$ cat src/design/tqpcs_pkg.sv
// ---------------------------------------------------------------------------
// Package for the two-queue priority credit sender
// Sizes, command and status codes, and queue pointer type.
// ---------------------------------------------------------------------------
package tqpcs_pkg;

  localparam int unsigned QUEUE_DEPTH = 16;
  localparam int unsigned TAG_BITS    = 16;

  localparam int unsigned QPTR_W = (QUEUE_DEPTH > 1) ? $clog2(QUEUE_DEPTH) : 1;
  localparam int unsigned QCNT_W = $clog2(QUEUE_DEPTH + 1);

  localparam logic [7:0] WIRE_LIMIT_RESET = 8'd4;

  typedef enum logic [2:0] {
    CMD_POST      = 3'd0,
    CMD_DEQUEUE   = 3'd1,
    CMD_SEND_FAIL = 3'd2,
    CMD_RETIRE    = 3'd3,
    CMD_FLUSH     = 3'd4
  } cmd_e;

  typedef enum logic [1:0] {
    STATUS_OK        = 2'd0,
    STATUS_EMPTY     = 2'd1,
    STATUS_THROTTLED = 2'd2,
    STATUS_FULL      = 2'd3
  } status_e;

  typedef struct packed {
    logic [QPTR_W-1:0] head;
    logic [QCNT_W-1:0] fill;
  } fifo_ptr_t;

endpackage

$ cat src/design/two_queue_priority_credit_sender.sv
// ---------------------------------------------------------------------------
// Two-queue strict-priority sender with a credit window
// Order: a command is captured in the input register, and its result (done_o) appears once
// the result register has loaded it.
// Throughput: one command per cycle; busy_o stays low, the receiver cannot stall.
// Reset (rst_ni low, asynchronous): queues empty, all counters zero, wire limit 4.
// ---------------------------------------------------------------------------
// Structure: an input register captures each command transfer; one pass of
// short logic then updates both FIFOs and the counters and loads the result
// register. The counter outputs come straight from the state registers, which
// hold the value after the command whose result is on the ports.
module two_queue_priority_credit_sender
  import tqpcs_pkg::*;
(
  input  logic        clk_i,
  input  logic        rst_ni,
  // command transfer
  input  logic        start_i,
  output logic        busy_o,
  input  logic [2:0]  cmd_i,
  input  logic [15:0] msg_tag_i,
  input  logic        needs_reply_i,
  // wire limit register
  input  logic        cfg_we_i,
  input  logic [7:0]  cfg_wdata_i,
  // result transfer
  output logic        done_o,
  output logic [1:0]  status_o,
  output logic [15:0] sent_tag_o,
  output logic        sent_needs_reply_o,
  output logic        idle_pulse_o,
  output logic [7:0]  in_flight_o,
  output logic [15:0] pending_total_o,
  output logic [31:0] unicast_total_o,
  output logic [31:0] sent_total_o
);

  // Input register
  logic        valid_q;
  logic [2:0]  cmd_q;
  logic [15:0] tag_q;
  logic        reply_q;

  // Queue storage and pointers
  logic [TAG_BITS-1:0] prio_mem_q [QUEUE_DEPTH];
  logic [TAG_BITS-1:0] req_mem_q  [QUEUE_DEPTH];
  fifo_ptr_t prio_q, prio_d;
  fifo_ptr_t req_q, req_d;

  // Counters and configuration
  logic [7:0]  wire_limit_q;
  logic [7:0]  wire_q, wire_d;
  logic [15:0] outst_q, outst_d;
  logic [31:0] uni_q, uni_d;
  logic [31:0] sent_q, sent_d;

  // Result register
  logic        done_q;
  status_e     status_q, status_d;
  logic [15:0] sent_tag_q, sent_tag_d;
  logic        sent_reply_q, sent_reply_d;
  logic        pulse_q, pulse_d;

  // Datapath helpers
  logic                prio_push, req_push;
  logic [QPTR_W-1:0]   prio_slot, req_slot;
  logic [TAG_BITS-1:0] tag_store;
  logic [31:0]         tag_wide;
  logic [31:0]         pop_wide;
  logic                drop_en;
  logic [15:0]         drop_n;

  // Slot after the last filled entry, wrapping at the queue depth.
  function automatic logic [QPTR_W-1:0] tail_slot(fifo_ptr_t p);
    logic [QCNT_W:0] sum;
    sum = (QCNT_W + 1)'(p.head) + (QCNT_W + 1)'(p.fill);
    if (sum >= (QCNT_W + 1)'(QUEUE_DEPTH)) begin
      sum = sum - (QCNT_W + 1)'(QUEUE_DEPTH);
    end
    return sum[QPTR_W-1:0];
  endfunction

  function automatic logic [QPTR_W-1:0] head_next(logic [QPTR_W-1:0] h);
    return (h == QPTR_W'(QUEUE_DEPTH - 1)) ? '0 : h + 1'b1;
  endfunction

  assign busy_o    = 1'b0;
  assign tag_wide  = 32'(tag_q);
  assign tag_store = tag_wide[TAG_BITS-1:0];
  assign prio_slot = tail_slot(prio_q);
  assign req_slot  = tail_slot(req_q);

  // Capture each command transfer.
  always_ff @(posedge clk_i or negedge rst_ni) begin
    if (!rst_ni) begin
      valid_q <= 1'b0;
    end else begin
      valid_q <= start_i && !busy_o;
    end
  end

  always_ff @(posedge clk_i) begin
    if (start_i && !busy_o) begin
      cmd_q   <= cmd_i;
      tag_q   <= msg_tag_i;
      reply_q <= needs_reply_i;
    end
  end

  // Command decode and state update.
  always_comb begin
    prio_d       = prio_q;
    req_d        = req_q;
    wire_d       = wire_q;
    uni_d        = uni_q;
    sent_d       = sent_q;
    status_d     = STATUS_OK;
    sent_tag_d   = '0;
    sent_reply_d = 1'b0;
    prio_push    = 1'b0;
    req_push     = 1'b0;
    drop_en      = 1'b0;
    drop_n       = 16'd1;
    pop_wide     = '0;

    if (valid_q) begin
      case (cmd_e'(cmd_q))
        CMD_POST: begin
          if (reply_q) begin
            if (req_q.fill >= QCNT_W'(QUEUE_DEPTH)) begin
              status_d = STATUS_FULL;
            end else begin
              req_push   = 1'b1;
              req_d.fill = req_q.fill + 1'b1;
            end
          end else if (prio_q.fill >= QCNT_W'(QUEUE_DEPTH)) begin
            status_d = STATUS_FULL;
          end else begin
            prio_push   = 1'b1;
            prio_d.fill = prio_q.fill + 1'b1;
          end
        end
        CMD_DEQUEUE: begin
          // Throttle takes precedence over emptiness.
          if (wire_q >= wire_limit_q) begin
            status_d = STATUS_THROTTLED;
          end else if (prio_q.fill != '0) begin
            pop_wide    = 32'(prio_mem_q[prio_q.head]);
            sent_tag_d  = pop_wide[15:0];
            prio_d.head = head_next(prio_q.head);
            prio_d.fill = prio_q.fill - 1'b1;
            uni_d       = (uni_q != '1) ? uni_q + 1'b1 : uni_q;
            sent_d      = (sent_q != '1) ? sent_q + 1'b1 : sent_q;
          end else if (req_q.fill != '0) begin
            pop_wide     = 32'(req_mem_q[req_q.head]);
            sent_tag_d   = pop_wide[15:0];
            sent_reply_d = 1'b1;
            req_d.head   = head_next(req_q.head);
            req_d.fill   = req_q.fill - 1'b1;
            wire_d       = (wire_q != '1) ? wire_q + 1'b1 : wire_q;
            sent_d       = (sent_q != '1) ? sent_q + 1'b1 : sent_q;
          end else begin
            status_d = STATUS_EMPTY;
          end
        end
        CMD_SEND_FAIL: begin
          // Unicast count is left as it is.
          sent_d = (sent_q != '0) ? sent_q - 1'b1 : sent_q;
          if (reply_q) begin
            wire_d  = (wire_q != '0) ? wire_q - 1'b1 : wire_q;
            drop_en = 1'b1;
          end
        end
        CMD_RETIRE: begin
          wire_d  = (wire_q != '0) ? wire_q - 1'b1 : wire_q;
          drop_en = 1'b1;
        end
        CMD_FLUSH: begin
          drop_en = 1'b1;
          drop_n  = 16'(req_q.fill);
          prio_d  = '0;
          req_d   = '0;
        end
        default: begin
          // unused codes: no effect, status ok
        end
      endcase
    end
  end

  // Outstanding count rises on a reply post and drops, both with saturation; pulse on nonzero to zero.
  always_comb begin
    outst_d = outst_q;
    pulse_d = 1'b0;
    if (valid_q && cmd_e'(cmd_q) == CMD_POST && req_push) begin
      outst_d = (outst_q != '1) ? outst_q + 1'b1 : outst_q;
    end else if (drop_en) begin
      outst_d = (drop_n >= outst_q) ? '0 : outst_q - drop_n;
      pulse_d = (outst_q != '0) && (outst_d == '0);
    end
  end

  // Queue storage: write on a successful post only.
  always_ff @(posedge clk_i) begin
    if (prio_push) begin
      prio_mem_q[prio_slot] <= tag_store;
    end
    if (req_push) begin
      req_mem_q[req_slot] <= tag_store;
    end
  end

  // Control state and counters.
  always_ff @(posedge clk_i or negedge rst_ni) begin
    if (!rst_ni) begin
      prio_q       <= '0;
      req_q        <= '0;
      wire_q       <= '0;
      outst_q      <= '0;
      uni_q        <= '0;
      sent_q       <= '0;
      wire_limit_q <= WIRE_LIMIT_RESET;
      done_q       <= 1'b0;
    end else begin
      prio_q  <= prio_d;
      req_q   <= req_d;
      wire_q  <= wire_d;
      outst_q <= outst_d;
      uni_q   <= uni_d;
      sent_q  <= sent_d;
      done_q  <= valid_q;
      if (cfg_we_i) begin
        wire_limit_q <= cfg_wdata_i;
      end
    end
  end

  // Result payload: load with each processed command, hold otherwise.
  always_ff @(posedge clk_i) begin
    if (valid_q) begin
      status_q     <= status_d;
      sent_tag_q   <= sent_tag_d;
      sent_reply_q <= sent_reply_d;
      pulse_q      <= pulse_d;
    end
  end

  assign done_o             = done_q;
  assign status_o           = status_q;
  assign sent_tag_o         = sent_tag_q;
  assign sent_needs_reply_o = sent_reply_q;
  assign idle_pulse_o       = pulse_q;
  assign in_flight_o        = wire_q;
  assign pending_total_o    = outst_q;
  assign unicast_total_o    = uni_q;
  assign sent_total_o       = sent_q;

endmodule

$ cat config.mk
export PLATFORM = sky130hd
export DESIGN_NAME = two_queue_priority_credit_sender
export DESIGN_NICKNAME = d
export VERILOG_FILES = /design/src/design/tqpcs_pkg.sv /design/src/design/two_queue_priority_credit_sender.sv
export SDC_FILE = /design/constraint.sdc
export NUM_CORES = 1
export LEC_CHECK = 0
export BUFFER_PORTS_ARGS = -buffer_cell sky130_fd_sc_hd__buf_2
export CORE_MARGIN = 1.5
export CORE_UTILIZATION = 57
export CTS_CLUSTER_DIAMETER = 150
export DETAILED_ROUTE_END_ITERATION = 10
export PLACE_DENSITY = 0.75
export SLEW_MARGIN = 20
export SYNTH_ARGS = -nofsm -noshare
export SYNTH_HDL_FRONTEND = slang
export SYNTH_SLANG_ARGS = --single-unit
$ cat constraint.sdc
create_clock -name clk_i -period 4.5 [get_ports clk_i]
set_input_delay 0.9 -clock clk_i [delete_from_list [all_inputs] [get_ports clk_i]]
set_output_delay 0.9 -clock clk_i [all_outputs]
set_load 0.005 [all_outputs]
==> summary.txt <==
Global routing
  • Initial antenna violation count: 2
  • Grt ovf: 0
  • Largest net degree at the start of global routing: 93
  • Number of global-route vias before repair: 17.9k
  • Global-route wire length before repair: 107,000 um
  • GRT Total Usage: 26.9%

Critical path
  • Reg2Reg Setup Slack: 0.44 ns
  • Reg2reg start: cmd_q[2]
  • CP Depth: 14
  • Critical path, cell by cell: nand2b_1 -> inv_1 -> nand2b_1 -> clkinvlp_4 -> ha_1 -> o21ai_0 -> nor2_1 -> o21ai_0 -> a21o_1 -> a2111oi_2 -> o31ai_1 -> a21oi_1 -> mux2i_1 -> nand3_1
  • Critical Path Fanout Max: 17
  • Crit path DAT: 4.54 ns
  • R2r endpoint: sent_total_o[30]
  • CP Capture Type: register
  • Worst reg2reg path depth: 14
  • Critical path launch point: cmd_q[2]
  • Family with the most delay on the worst path: compound AO/OA/AOI/OAI gates
  • Worst Setup Start Kind: register
  • Slowest stage delay, CP: 0.55 ns
  • Buf/Inv on CP: 2
  • Setup crit end: sent_total_o[30]
  • Setup CP Type: register to register
  • Required @ worst endpoint: 4.98 ns
  • CP max-delay cell: a2111oi_2

Floorplan
  • Die Area: 52,800 sq um
  • IO Pins: 142
  • Core Rows: 82
  • Core Region: 50,500 sq um
  • Die X: 230 um
  • Starting density of the core: 58.1%
  • Die Span Y: 230 um

Timing
  • Max Fclk: 0.246 GHz
  • Final WS setup: 0.441 ns
  • Worst Skew: 0.0209 ns
  • Final period util: 90.2%
  • RSZ-0062 raised after global routing: no
  • Slew @ Worst Pin: 1.06 ns
  • Min cycle time layout: 4.06 ns
  • Max-slew violations: 0
  • Slew HR: 29.2%
  • Setup TNS: 0 ns
  • Final hold vios: 0
  • Setup Viol. Count Final: 0

Power
  • LEAKAGE: 11.8 nW
  • Power per standard cell area: 552 nW/um^2
  • VDD IR max: 0.000592 V

Placement
  • IO Port Bufs: 140
  • Pre-CTS worst setup slack: 0.259 ns
  • Gpl congestion: 0.935
  • HPWL after DPL: 42,600 um

Detailed routing
  • Vias: 17.8k
  • Wire per inst: 25.0 um
  • DRT Pass-1 Iters: 7
  • DR DRC count: 0
  • Final wirelength: 69,700 um
  • First DRT Iteration DRCs: 1,730
  • Vias per cell: 6.39
  • ANT nets after route: 0

Yosys
  • Largest family of logic cells by synthesized area: multiplexers
  • YS warnings: 0
  • Synth area leaders: edfxtp_1, dfrtp_1, mux4_2
  • Main flop type after synthesis: edfxtp_1
  • Async SR Flop Fraction: 17.4%
  • Biggest area consumer among synthesized cells: edfxtp_1
  • Synthesized flop and latch total: 668
  • Mapped Cells: 1,879
  • Multiplexer area fraction after synthesis: 11.6%
  • Register area share after synthesis: 66.4%
  • Avg Cell Area, Syn: 15.6 sq um
  • Synthesized Nets: 1,986
  • Synth top area share: 56.5%
  • Syn Std Cell Area: 29,300 sq um
  • Simple-gate share of the synthesized area: 6.66%
  • Netlist cell types: 81
  • Compound-Gate Fraction of Synth Area: 7.61%
  • Xor/xnor share of the synthesized area: 2.57%
  • Adder-cell share of the synthesized area: 3.38%
  • Post-synth EDFFs: 552

Clock tree
  • CTS tree: done
  • Worst-path clk slew: 0.06 ns
  • Worst skew pair latency: 0.61 ns
  • Clk buf depth: 3
  • CTS buffer count: 68
  • Cts hold-fix bufs: 0
  • Sinks on Clock Net: 668
  • CTS H-tree depth: 3
  • Clk root buf: clkbuf_16

Finish
  • Area occupied by multi-input gates: 9340 sq um
  • Fill cells: 3,441
  • Reg area: 19,500 sq um
  • Layout area overhead: 12.9%
  • Commonest cells after routing, fill and taps aside: edfxtp_1, buf_2, mux4_2
  • Share of layout cells above drive strength 1: 21.4%
  • Final #Nets: 2,175
  • Commonest non-fill, non-tap cell in the layout: edfxtp_1

Status
  • Status: finished clean

Run
  • Number of max-cap violations: 0

Min path
  • Worst min path class: input pin to asynchronous set/reset pin
[stage by stage]
| stage | hold slack [ns] | power, mW | std cells | area, sq um | util, % |
|---|---|---|---|---|---|
| 3_5_place_dp | 0.481 | 13.0 | 2670 | 31000 | 61.5 |
| 6_report | 0.381 | 18.3 | 2788 | 33100 | 65.6 |
| 3_3_place_gp | 0.471 | 12.8 | 2670 | 31000 | 61.5 |
| 4_1_cts | 0.399 | 18.3 | 2786 | 33100 | 65.6 |
| 2_1_floorplan | 0.477 | 11.4 | 1879 | 29300 | - |
| 5_1_grt | 0.436 | 19.1 | 2786 | 33100 | 65.6 |
[layer usage]
layer  global-route usage, %  vias to the layer above  share of wire [%]  routed length (um)
li1                        -                     7790                  -                   -
met1                    37.8                     8942                 41               28400
met2                    42.6                      915                 47               33000
met3                    5.33                      158                8.8                6160
met4                    8.93                        2                3.1                2150
met5                       0                        -              0.017                  12
[worst reg2reg max path: stages, from the launching register on]
cell and delay (ns):
edfxtp_1 0.50, nand2b_1 0.19, inv_1 0.17, nand2b_1 0.24, clkinvlp_4 0.37, ha_1 0.49, o21ai_0 0.11, nor2_1 0.24
o21ai_0 0.12, a21o_1 0.20, a2111oi_2 0.55, o31ai_1 0.11, a21oi_1 0.34, mux2i_1 0.22, nand3_1 0.08
[cell type report]
| type | count | area share, % |
|---|---|---|
| sequential | 668 | 58.9 |
| multi-input combinational | 1086 | 28.2 |
| clock buffer | 85 | 5.39 |
| timing repair buffer | 203 | 3.63 |
| tap | 672 | 2.54 |
| clock inverter | 31 | 0.865 |
| inverter | 41 | 0.484 |
| antenna | 2 | 0.0151 |
[sequential cells by signal, indices dropped and copies added, names as in the netlist, 9 cells and up]
signal,cells
prio_mem_q,256
req_mem_q,256
sent_total_o,32
unicast_total_o,32
pending_total_o,16
sent_tag_o,16
tag_q,16
prio_q,9
req_q,9
[power by group]
group | total [mW] | internal, mW | leakage [nW] | switching (mW)
Clock | 5.37 | 3.05 | 1.01 | 2.32
Combinational | 4.84 | 2.33 | 4.36 | 2.52
Sequential | 8.05 | 7.15 | 6.47 | 0.898
[synthesized netlist by cell type, drive strengths merged, types with 13 or more instances]
master	instances
ha	68
mux4	125
and3	19
nor4	18
nand2	113
dfrtp	115
nand3	47
mux2i	49
nor2	91
o221ai	25
a21oi	80
edfxtp	552
a21o	32
nor3	30
o21ai	97
buf	30
nand2b	14
o22ai	13
xnor2	48
xor2	38
inv	39
a211oi	20
clkbuf	54
nand4	23
[what timing repair did]
action | in CTS | in global routing
resized for setup | 0 | 2
endpoints found under the setup margin | 0 | 6
buffers inserted | 0 | 0
[cells by family (layout without fill, tap and decap cells)]
group	Yosys count	after routing
adder cells (fa/ha/maj)	75	75
buffers and inverters	125	360
multiplexers	182	182
AND/OR/NAND/NOR	399	399
other	1	3
flip-flops	668	668
AO/OA/AOI/OAI	343	343
XOR/XNOR	86	86
[worst min path at each step]
stage | from | to | slack, ns | cells past startpoint
final | rst_ni | pending_total_o[1] | 0.38 | 1
after global routing | rst_ni | pending_total_o[11] | 0.44 | 1
after CTS | rst_ni | pending_total_o[1] | 0.40 | 1
after detailed placement | unicast_total_o[13] | unicast_total_o[13] | 0.48 | 1
after global placement | unicast_total_o[4] | unicast_total_o[4] | 0.47 | 1
after floorplan | unicast_total_o[4] | unicast_total_o[4] | 0.48 | 1
No activity file was read; power rests on OpenSTA's default activity.
